**src/assert_macros.svh**
```systemverilog
`ifndef ASSERT_MACROS_SVH
`define ASSERT_MACROS_SVH

// Concurrent assertion sampled on the rising clock edge, off while reset is low.
`ifndef SYNTH
`define ASSERT_CLK(lbl, clk, rst_n, prop, msg) \
    lbl: assert property (@(posedge clk) disable iff (!rst_n) prop) else $error(msg);
`define ASSERT_NEVER(lbl, clk, rst_n, expr, msg) \
    lbl: assert property (@(posedge clk) disable iff (!rst_n) !(expr)) else $error(msg);
`else
`define ASSERT_CLK(lbl, clk, rst_n, prop, msg)
`define ASSERT_NEVER(lbl, clk, rst_n, expr, msg)
`endif

`endif

```
**src/rbpc_pkg.sv**
```systemverilog
package rbpc_pkg;

    localparam int PIXEL_W  = 8;
    localparam int ROWS_W   = 64;
    localparam int BAND_W   = 2;
    localparam int GROUP_W  = 4;
    localparam int STORE_W  = 56;
    localparam logic [2:0] LAST_ROW = 3'd7;

    // One completed 8x8 block on its way to the transpose stage.
    typedef struct packed {
        logic [ROWS_W-1:0]  rows;
        logic [BAND_W-1:0]  band;
        logic [GROUP_W-1:0] group;
        logic               last;
    } block_t;

endpackage

```
**src/row_bitmap_to_page_columns_unit.sv**
```systemverilog
// Turns a one-bit-per-pixel frame, streamed as row-major bytes (BYTES_PER_ROW bytes per
// row, MSB leftmost, 8*BANDS rows), into 8x8 blocks of column-major page bytes. Rows 0
// to 6 of each band are held per column group; every byte of row 7 completes a block,
// which leaves as one 64-bit word whose byte i is column 8g+i with bit k from row k.
// Bytes of rows 0 to 6 produce no output word. tuser on the input marks the first byte
// of a frame and resets the position; tlast on the output marks the last block of the
// frame. One byte is taken every cycle while the queue is not full; a block word goes
// from its row-7 byte into the queue, then into the transpose register, and the two-entry
// queue between the input side and the output register absorbs output stalls.
module row_bitmap_to_page_columns_unit #(
    parameter int BYTES_PER_ROW = 16,
    parameter int BANDS         = 4
) (
    input  logic        clk,
    input  logic        rst_n,
    input  logic        s_tvalid,
    output logic        s_tready,
    input  logic [7:0]  s_tdata,   // [7:0] pixel_byte
    input  logic [0:0]  s_tuser,   // [0] frame_start
    output logic        m_tvalid,
    input  logic        m_tready,
    output logic [63:0] m_tdata,   // [63:0] column_bytes
    output logic [5:0]  m_tuser,   // [1:0] band_index, [5:2] column_group
    output logic        m_tlast    // frame_last
);
    import rbpc_pkg::*;

    logic   accept;
    logic   push;
    logic   pop;
    logic   empty;
    logic   full;
    block_t push_block;
    block_t head;

    assign s_tready = !full;
    assign accept   = s_tvalid && s_tready;

    rbpc_front #(
        .BYTES_PER_ROW (BYTES_PER_ROW),
        .BANDS         (BANDS)
    ) u_front (
        .clk         (clk),
        .rst_n       (rst_n),
        .accept      (accept),
        .pixel_byte  (s_tdata),
        .frame_start (s_tuser[0]),
        .push        (push),
        .push_block  (push_block)
    );

    rbpc_queue u_queue (
        .clk        (clk),
        .rst_n      (rst_n),
        .push       (push),
        .push_block (push_block),
        .pop        (pop),
        .head       (head),
        .empty      (empty),
        .full       (full)
    );

    rbpc_back u_back (
        .clk      (clk),
        .rst_n    (rst_n),
        .head     (head),
        .empty    (empty),
        .pop      (pop),
        .m_tvalid (m_tvalid),
        .m_tready (m_tready),
        .m_tdata  (m_tdata),
        .m_tuser  (m_tuser),
        .m_tlast  (m_tlast)
    );

endmodule

```
**src/rbpc_front.sv**
```systemverilog
module rbpc_front #(
    parameter int BYTES_PER_ROW = 16,
    parameter int BANDS         = 4
) (
    input  logic                        clk,
    input  logic                        rst_n,
    input  logic                        accept,
    input  logic [rbpc_pkg::PIXEL_W-1:0] pixel_byte,
    input  logic                        frame_start,
    output logic                        push,
    output rbpc_pkg::block_t            push_block
);
    import rbpc_pkg::*;

    localparam int GW = (BYTES_PER_ROW > 1) ? $clog2(BYTES_PER_ROW) : 1;
    localparam int BW = (BANDS > 1) ? $clog2(BANDS) : 1;
    localparam logic [GW-1:0] LAST_GROUP = GW'(BYTES_PER_ROW - 1);
    localparam logic [BW-1:0] LAST_BAND  = BW'(BANDS - 1);

    logic [2:0]    row_reg, row_next, row_cur;
    logic [GW-1:0] group_reg, group_next, group_cur;
    logic [BW-1:0] band_reg, band_next, band_cur;

    // Rows 0 to 6 of the current band, one entry per column group.
    logic [STORE_W-1:0] band_rows_mem [BYTES_PER_ROW];

    always_comb
    begin
        row_cur   = frame_start ? 3'd0 : row_reg;
        group_cur = frame_start ? '0 : group_reg;
        band_cur  = frame_start ? '0 : band_reg;

        row_next   = row_cur;
        band_next  = band_cur;
        group_next = group_cur + GW'(1);
        if (group_cur == LAST_GROUP)
        begin
            group_next = '0;
            row_next   = row_cur + 3'd1;
            if (row_cur == LAST_ROW)
            begin
                band_next = (band_cur == LAST_BAND) ? '0 : band_cur + BW'(1);
            end
        end
    end

    always_ff @(posedge clk or negedge rst_n)
    begin
        if (!rst_n)
        begin
            row_reg   <= 3'd0;
            group_reg <= '0;
            band_reg  <= '0;
        end
        else if (accept)
        begin
            row_reg   <= row_next;
            group_reg <= group_next;
            band_reg  <= band_next;
        end
    end

    always_ff @(posedge clk)
    begin
        if (accept && row_cur != LAST_ROW)
        begin
            band_rows_mem[group_cur][{row_cur, 3'b000} +: PIXEL_W] <= pixel_byte;
        end
    end

    assign push             = accept && (row_cur == LAST_ROW);
    assign push_block.rows  = {pixel_byte, band_rows_mem[group_cur]};
    assign push_block.band  = BAND_W'(band_cur);
    assign push_block.group = GROUP_W'(group_cur);
    assign push_block.last  = (band_cur == LAST_BAND) && (group_cur == LAST_GROUP);

endmodule

```
**src/rbpc_queue.sv**
```systemverilog
`include "assert_macros.svh"

module rbpc_queue (
    input  logic             clk,
    input  logic             rst_n,
    input  logic             push,
    input  rbpc_pkg::block_t push_block,
    input  logic             pop,
    output rbpc_pkg::block_t head,
    output logic             empty,
    output logic             full
);
    import rbpc_pkg::*;

    block_t     slot_reg [2];
    logic       wr_ptr_reg, rd_ptr_reg;
    logic [1:0] count_reg, count_next;

    assign empty = (count_reg == 2'd0);
    assign full  = (count_reg == 2'd2);
    assign head  = slot_reg[rd_ptr_reg];

    always_comb
    begin
        count_next = count_reg;
        if (push && !pop)
        begin
            count_next = count_reg + 2'd1;
        end
        else if (pop && !push)
        begin
            count_next = count_reg - 2'd1;
        end
    end

    always_ff @(posedge clk or negedge rst_n)
    begin
        if (!rst_n)
        begin
            wr_ptr_reg <= 1'b0;
            rd_ptr_reg <= 1'b0;
            count_reg  <= 2'd0;
        end
        else
        begin
            if (push)
            begin
                wr_ptr_reg <= ~wr_ptr_reg;
            end
            if (pop)
            begin
                rd_ptr_reg <= ~rd_ptr_reg;
            end
            count_reg <= count_next;
        end
    end

    always_ff @(posedge clk)
    begin
        if (push)
        begin
            slot_reg[wr_ptr_reg] <= push_block;
        end
    end

    `ASSERT_NEVER(a_no_overflow, clk, rst_n, push && full, "block pushed into a full queue")
    `ASSERT_NEVER(a_no_underflow, clk, rst_n, pop && empty, "block popped from an empty queue")
    `ASSERT_CLK(a_count_ptrs, clk, rst_n, (count_reg == 2'd1) |-> (wr_ptr_reg != rd_ptr_reg), "queue pointers disagree with count")
    `ASSERT_NEVER(a_count_range, clk, rst_n, count_reg == 2'd3, "queue count out of range")

endmodule

```
**src/rbpc_back.sv**
```systemverilog
module rbpc_back (
    input  logic                          clk,
    input  logic                          rst_n,
    input  rbpc_pkg::block_t              head,
    input  logic                          empty,
    output logic                          pop,
    output logic                          m_tvalid,
    input  logic                          m_tready,
    output logic [rbpc_pkg::ROWS_W-1:0]   m_tdata,
    output logic [rbpc_pkg::BAND_W+rbpc_pkg::GROUP_W-1:0] m_tuser,
    output logic                          m_tlast
);
    import rbpc_pkg::*;

    // Column byte i takes bit 7-i of every row byte; row k lands in bit k.
    function automatic logic [ROWS_W-1:0] transpose_block(input logic [ROWS_W-1:0] rows);
        logic [ROWS_W-1:0] cols;
        cols = '0;
        for (int i = 0; i < 8; i++)
        begin
            for (int k = 0; k < 8; k++)
            begin
                cols[8*i + k] = rows[8*k + 7 - i];
            end
        end
        return cols;
    endfunction

    logic                      valid_reg;
    logic [ROWS_W-1:0]         data_reg;
    logic [BAND_W+GROUP_W-1:0] user_reg;
    logic                      last_reg;

    assign pop = !empty && (!valid_reg || m_tready);

    always_ff @(posedge clk or negedge rst_n)
    begin
        if (!rst_n)
        begin
            valid_reg <= 1'b0;
        end
        else if (!valid_reg || m_tready)
        begin
            valid_reg <= !empty;
        end
    end

    always_ff @(posedge clk)
    begin
        if (pop)
        begin
            data_reg <= transpose_block(head.rows);
            user_reg <= {head.group, head.band};
            last_reg <= head.last;
        end
    end

    assign m_tvalid = valid_reg;
    assign m_tdata  = data_reg;
    assign m_tuser  = user_reg;
    assign m_tlast  = last_reg;

endmodule
```
**config.mk**
```make
export PLATFORM = sky130hd
export DESIGN_NAME = row_bitmap_to_page_columns_unit
export DESIGN_NICKNAME = d
export VERILOG_FILES = /design/src/rbpc_pkg.sv /design/src/row_bitmap_to_page_columns_unit.sv /design/src/rbpc_front.sv /design/src/rbpc_queue.sv /design/src/rbpc_back.sv
export VERILOG_INCLUDE_DIRS = /design/src /design/src/src
export SDC_FILE = /design/constraint.sdc
export NUM_CORES = 1
export LEC_CHECK = 0
export BUFFER_PORTS_ARGS = -buffer_cell sky130_fd_sc_hd__clkbuf_2
export CAP_MARGIN = 20
export CORE_MARGIN = 1.5
export CORE_UTILIZATION = 35
export CTS_BUF_LIST = sky130_fd_sc_hd__clkbuf_16
export CTS_CLUSTER_DIAMETER = 60
export DETAILED_ROUTE_END_ITERATION = 8
export PLACE_DENSITY = 0.53
export SLEW_MARGIN = 5
export SYNTH_ARGS = -nofsm -noshare
export SYNTH_HDL_FRONTEND = slang
export SYNTH_SLANG_ARGS = --single-unit
```
**constraint.sdc**
```tcl
create_clock -name clk -period 5.2 [get_ports clk]
set_input_delay 0.52 -clock clk [delete_from_list [all_inputs] [get_ports clk]]
set_output_delay 0.52 -clock clk [all_outputs]
set_load 0.02 [all_outputs]
```
After elaboration in Yosys (flattened, before gate mapping)
Memory sizes are Yosys's and may differ from the RTL's. A register that Yosys moved wholly into a read port is not among the register bits.
Cells that the tools add are included.
{"block": "totals", "register_bits": 14, "ramBits": 1038, "input_bits": 13, "output_inout_bits": 73, "word_cells": 53, "mem_count": 2}
{"memory": "u_front.band_rows_mem", "depth": 16, "word_bits": 56, "rd": 1, "rd_clocked_by_memory_dff": 0, "wr": 1, "line": "rbpc_front.sv:25", "rtl": "logic [STORE_W-1:0] band_rows_mem [BYTES_PER_ROW];"}
{"memory": "u_queue.slot_reg", "depth": 2, "word_bits": 71, "rd": 1, "rd_clocked_by_memory_dff": 1, "wr": 1, "line": "rbpc_queue.sv:15", "rtl": "block_t slot_reg [2];"}
{"block": "op_classes", "addsub": 6, "n_eq_ne": 5, "n_shift": 2, "n_mux": 14, "n_bitwise": 2, "n_reduce_logical": 15}
{"operator": "two-way mux 56 bit", "n": 1}
{"operator": "variable shift 8 x 8 -> 56 bit, first input constant", "n": 1}
{"operator": "variable part select 8 x 8 -> 56 bit", "n": 1}
{"operator": "two-way mux 2 bit", "n": 6}
{"operator": "two-way mux 4 bit", "n": 2}
{"operator": "negation 6 -> 8 bit", "n": 1}
{"operator": "logical AND 1 bit", "n": 7}
{"operator": "two-way mux 3 bit", "n": 2}
{"operator": "logical NOT 1 bit", "n": 5}
{"operator": "adder 2 x 1 -> 2 bit, second input constant", "n": 2}
{"operator": "adder 4 x 1 -> 4 bit, second input constant", "n": 1}
{"operator": "== test 2 bit, second input constant", "n": 2}
{"operator": "== test 4 bit, second input constant", "n": 1}
{"operator": "adder 3 x 1 -> 3 bit, second input constant", "n": 1}
{"operator": "== test 3 bit, second input constant", "n": 1}
{"operator": "two-way mux 1 bit", "n": 3}
{"operator": "!= test 3 bit, second input constant", "n": 1}
{"operator": "logical NOT 2 bit", "n": 1}
{"operator": "NOT 1 bit", "n": 2}
{"operator": "nonzero test 2 bit", "n": 1}
{"operator": "subtractor 2 x 1 -> 2 bit, second input constant", "n": 1}
{"operator": "logical OR 1 bit", "n": 1}

Logic depth before layout (Yosys ltp)
{"block": "logic_depth", "depth_word": 8, "mapped_depth": 13, "ltp_nobuf": 10}

Hierarchy
From an unflattened synthesis, not the netlist that was laid out.
{"block": "unflattened", "hier_cells": 2789, "area_unflattened_um2": 45078.2}
{"mod": "rbpc_front", "n_inst": 1, "cells_per_inst": 2474, "area_per_inst_um2": 37225.7}
{"mod": "rbpc_queue", "n_inst": 1, "cells_per_inst": 237, "area_per_inst_um2": 5660.4}
{"mod": "rbpc_back", "n_inst": 1, "cells_per_inst": 76, "area_per_inst_um2": 2182.1}
{"mod": "row_bitmap_to_page_columns_unit", "n_inst": 1, "cells_per_inst": 2, "area_per_inst_um2": 10.0}

Worst setup path before layout
Ideal clock, no wire load.
{"block": "synth_timing", "path_kind": "input to register", "startpoint": "in s_tuser", "endpoint": "mem u_queue.slot_reg[0][0] in the netlist's numbering, enable pin", "setup_time_ns": 0.501, "t_arrival_ns": 4.616, "setup_slack_ns": 0.084, "stages": 9, "path_buffers": 3, "cell_sequence": "buf_6 -> buf_4 -> buf_2 -> nand2b_1 -> inv_1 -> ha_1 -> ha_1 -> nand2_1 -> nor2_1"}
{"block": "synth_via", "elab_chain_cells": 5}
{"item": "start: declaration", "line": "row_bitmap_to_page_columns_unit.sv:19", "rtl": "input logic [0:0] s_tuser,"}
{"item": "two-way mux 3 bit", "line": "rbpc_front.sv:29", "rtl": "row_cur = frame_start ? 3'd0 : row_reg;"}
{"item": "== test 3 bit", "line": "rbpc_front.sv:71", "rtl": "assign push = accept && (row_cur == LAST_ROW);"}
{"item": "logical AND 1 bit", "line": "rbpc_front.sv:71"}
{"item": "two-way mux 1 bit", "line": "rbpc_queue.sv:60", "rtl": "if (push)"}
{"item": "two-way mux 1 bit (not written as such)", "line": "rbpc_queue.sv:62", "rtl": "slot_reg[wr_ptr_reg] <= push_block;"}
{"item": "end: declaration", "line": "rbpc_queue.sv:15"}
No other way between the ends.

Worst setup path after layout
{"block": "layout_timing", "startpoint": "reg u_front.group_reg[0]", "endpoint": "mem u_front.band_rows_mem[10][10], enable pin"}
{"block": "layout_via", "elab_chain_cells": 1}
{"item": "start: declaration", "line": "rbpc_front.sv:21", "rtl": "logic [GW-1:0] group_reg, group_next, group_cur;"}
{"item": "start signal: assignment", "line": "rbpc_front.sv:58", "rtl": "group_reg <= group_next;"}
{"item": "two-way mux 4 bit", "line": "rbpc_front.sv:30", "rtl": "group_cur = frame_start ? '0 : group_reg;"}
{"item": "end: declaration", "line": "rbpc_front.sv:25"}
No other way between the ends.

==> impl_metrics.env <==
export IMPL_path_max_fanout=96
export IMPL_grt_use_total_pct=18.1
export IMPL_yosysTopAreaCell="edfxtp_1"
export IMPL_grt_pass1_vias=25100
export IMPL_hpwl_um=68600
export IMPL_async_reset_ff_share_pct=1.25
export IMPL_first_iter_violations=2499
export IMPL_cts_resized=0
export IMPL_grt_max_degree=158
export IMPL_dpl_cell_count=4468
export IMPL_synthTopCellsByArea="edfxtp_1 (75%), mux2_2 (6.1%), nand2_1 (2.6%)"
export IMPL_wirelength_um=118000
export IMPL_areaGrowthSynthToFinish_pct=15.7
export IMPL_hp_class="in2reg"
export IMPL_holdPathEnd="u_back.m_tvalid"
export IMPL_die_h_um=359
export IMPL_finalMaxSlewViolations=0
export IMPL_ios=86
export IMPL_cp_end_kind="flip-flop"
export IMPL_dr_pass1_iters=7
export IMPL_coreArea_sq_um=126000
export IMPL_fin_crit_sh_pct=70.4
export IMPL_ys_types=46
export IMPL_synthCells=2780
export IMPL_vdd_drop_max_mv=0.309
export IMPL_route_detailed_drc=0
export IMPL_largest_register_ffs=896
export IMPL_gp_congestion=0.819
export IMPL_power_uw=19600
export IMPL_cts_root_buffer="clkbuf_16"
export IMPL_htreeDepth=4
export IMPL_clk_latency_ps=730
export IMPL_antenna_found_initial=10
export IMPL_numPortBuffers=85
export IMPL_diodes=0
export IMPL_yosysMostFrequentCell="edfxtp_1"
export IMPL_clock_skew_final_ps=26.7
export IMPL_synth_xor_area_share_pct=0.0985
export IMPL_setup_viol=0
export IMPL_leakage_uw=0.0187
export IMPL_synth_fp_nets=2804
export IMPL_reg2reg_depth=5
export IMPL_nNetsFinal=2978
export IMPL_synth_fa_ha_area_share_pct=0.310
export IMPL_min_delay_start="m_tready"
export IMPL_synth_mux_area_share_pct=7.36
export IMPL_die_x_um=359
export IMPL_grt_setup_unrepaired="no"
export IMPL_finalHoldViolCount=0
export IMPL_status="complete, no violations"
export IMPL_powerDensity_nw_per_um2=381
export IMPL_grt_pass1_wl_um=173000
export IMPL_r2r_setup_slack_ps=1540
export IMPL_crit_start="u_front.group_reg[0]"
export IMPL_grt_overflow=0
export IMPL_die_area_sq_um=129000
export IMPL_cts_buffer_depth=3
export IMPL_routedWlPerCell_um=25.0
export IMPL_min_period_ps=3660
export IMPL_min_path_cells=3
export IMPL_syn_avg_cell_area_sq_um=16.0
export IMPL_cap_viol_max_count=0
export IMPL_tightest_slew_ps=1050
export IMPL_critPathArrivalTime_ps=4010
export IMPL_start_util_pct=35.3
export IMPL_cts_tree="yes"
export IMPL_vias_per_cell=5.32
export IMPL_fmax_mhz=273
export IMPL_synth_top_family_by_area="simple AND/OR/NAND/NOR gates"
export IMPL_cts_clk_slew_worst_paths_ps=60
export IMPL_num_vias=25000
export IMPL_r2r_end="u_front.band_rows_mem[10][10]"
export IMPL_post_place_ws_ps=912
export IMPL_r2r_start="u_front.group_reg[0]"
export IMPL_finalNonFillerCells=4706
export IMPL_row_count=130
export IMPL_synthTopCellsByCount="edfxtp_1 (1109), nand2_1 (310), mux2_2 (239)"
export IMPL_drive_above_1_share_pct=21.6
export IMPL_synth_top_area_share_pct=74.9
export IMPL_slew_limit_headroom_pct=30.1
export IMPL_ys_warnings_count=0
export IMPL_numCtsBuffers=131
export IMPL_ant_nets=0
export IMPL_cp_start_kind="flip-flop"
export IMPL_synth_area_sq_um=44500
export IMPL_synth_seq_cells=1123
export IMPL_critical_path_class="reg2reg"
export IMPL_clock_sinks=1123
export IMPL_tns_ps=0
export IMPL_synthSimpleGateAreaFrac_pct=7.81
export IMPL_ys_flop_type="edfxtp_1"
export IMPL_synth_compound_area_share_pct=6.86
export IMPL_cp_data_required_time_ps=5550
export IMPL_ys_seq_area_share_pct=75.7
export IMPL_synth_edff_count=1109
export IMPL_fin_ws_ps=1540
worst max-delay path, stage by stage (launching register included):
cell and delay (ps):
dfrtp_4 780, nor2b_4 290, inv_6 680, ha_1 330
nand2_1 470, nor2_1 720
stage by stage:
| step | util, % | area [sq um] | hold slack (ps) |
|---|---|---|---|
| after CTS | 40.8 | 51400 | 13.5 |
| after floorplan | - | 44500 | 224 |
| final | 40.9 | 51400 | 65.4 |
| after detailed placement | 37.6 | 47300 | 498 |
| after global placement | 37.6 | 47300 | 487 |
| after global routing | 40.9 | 51400 | 41.9 |
power breakdown:
group	internal, uW	switching [uW]
Sequential	9890	36.1
Clock	4980	3650
Combinational	323	738
Total	15200	4420
layout make-up:
cell class | instances | area, sq um
clock inverter | 98 | 661
clock buffer | 137 | 3430
sequential | 1123 | 33700
timing repair buffer | 223 | 1540
fill | 11500 | 74500
inverter | 11 | 53.8
multi-input combinational | 1464 | 10000
tap | 1650 | 2060
timing repair:
action,CTS,global route
setup buffers,0,0
setup endpoints to repair,0,0
endpoints found under the hold margin,14,0
hold buffers,1,0
layout by cell type, fill, tap and decap left out, types with 84 or more instances in the layout:
cell type,n
a211oi_1,110
and3b_1,110
buf_4,133
clkbuf_16,137
clkbuf_2,84
edfxtp_1,1109
mux2_2,239
nand2_1,310
nor2_1,122
o21ai_0,169
layer usage:
metal / global-route usage [%] / vias to the layer above / share of wire, %
li1: - / 11100 / -
met4: 5.69 / 2 / 2.3
met2: 28.4 / 856 / 46
met5: 0 / - / 0.0076
met1: 25.1 / 12900 / 45
met3: 3.76 / 180 / 6.9
how the worst max path moves through the flow:
stage | to | slack [ps] | depth (start not counted)
after floorplan | u_queue.slot_reg[0][0] | 80 | 9
after global placement | u_front.band_rows_mem[12][45] | 1110 | 8
after detailed placement | u_front.band_rows_mem[12][40] | 910 | 8
after CTS | u_front.band_rows_mem[13][55] | 1500 | 6
after global routing | u_front.band_rows_mem[12][41] | 1310 | 8
final | u_front.band_rows_mem[10][10] | 1540 | 5
kinds of logic after synthesis:
group	after synthesis
AOI/OAI and AO/OA	464
xor gates and xnor gates	5
adders and majority gates	11
buffers and inverters	193
DFF	1123
muxes	297
and+or+nand+nor	687
Power figures use the tool's default switching activity.
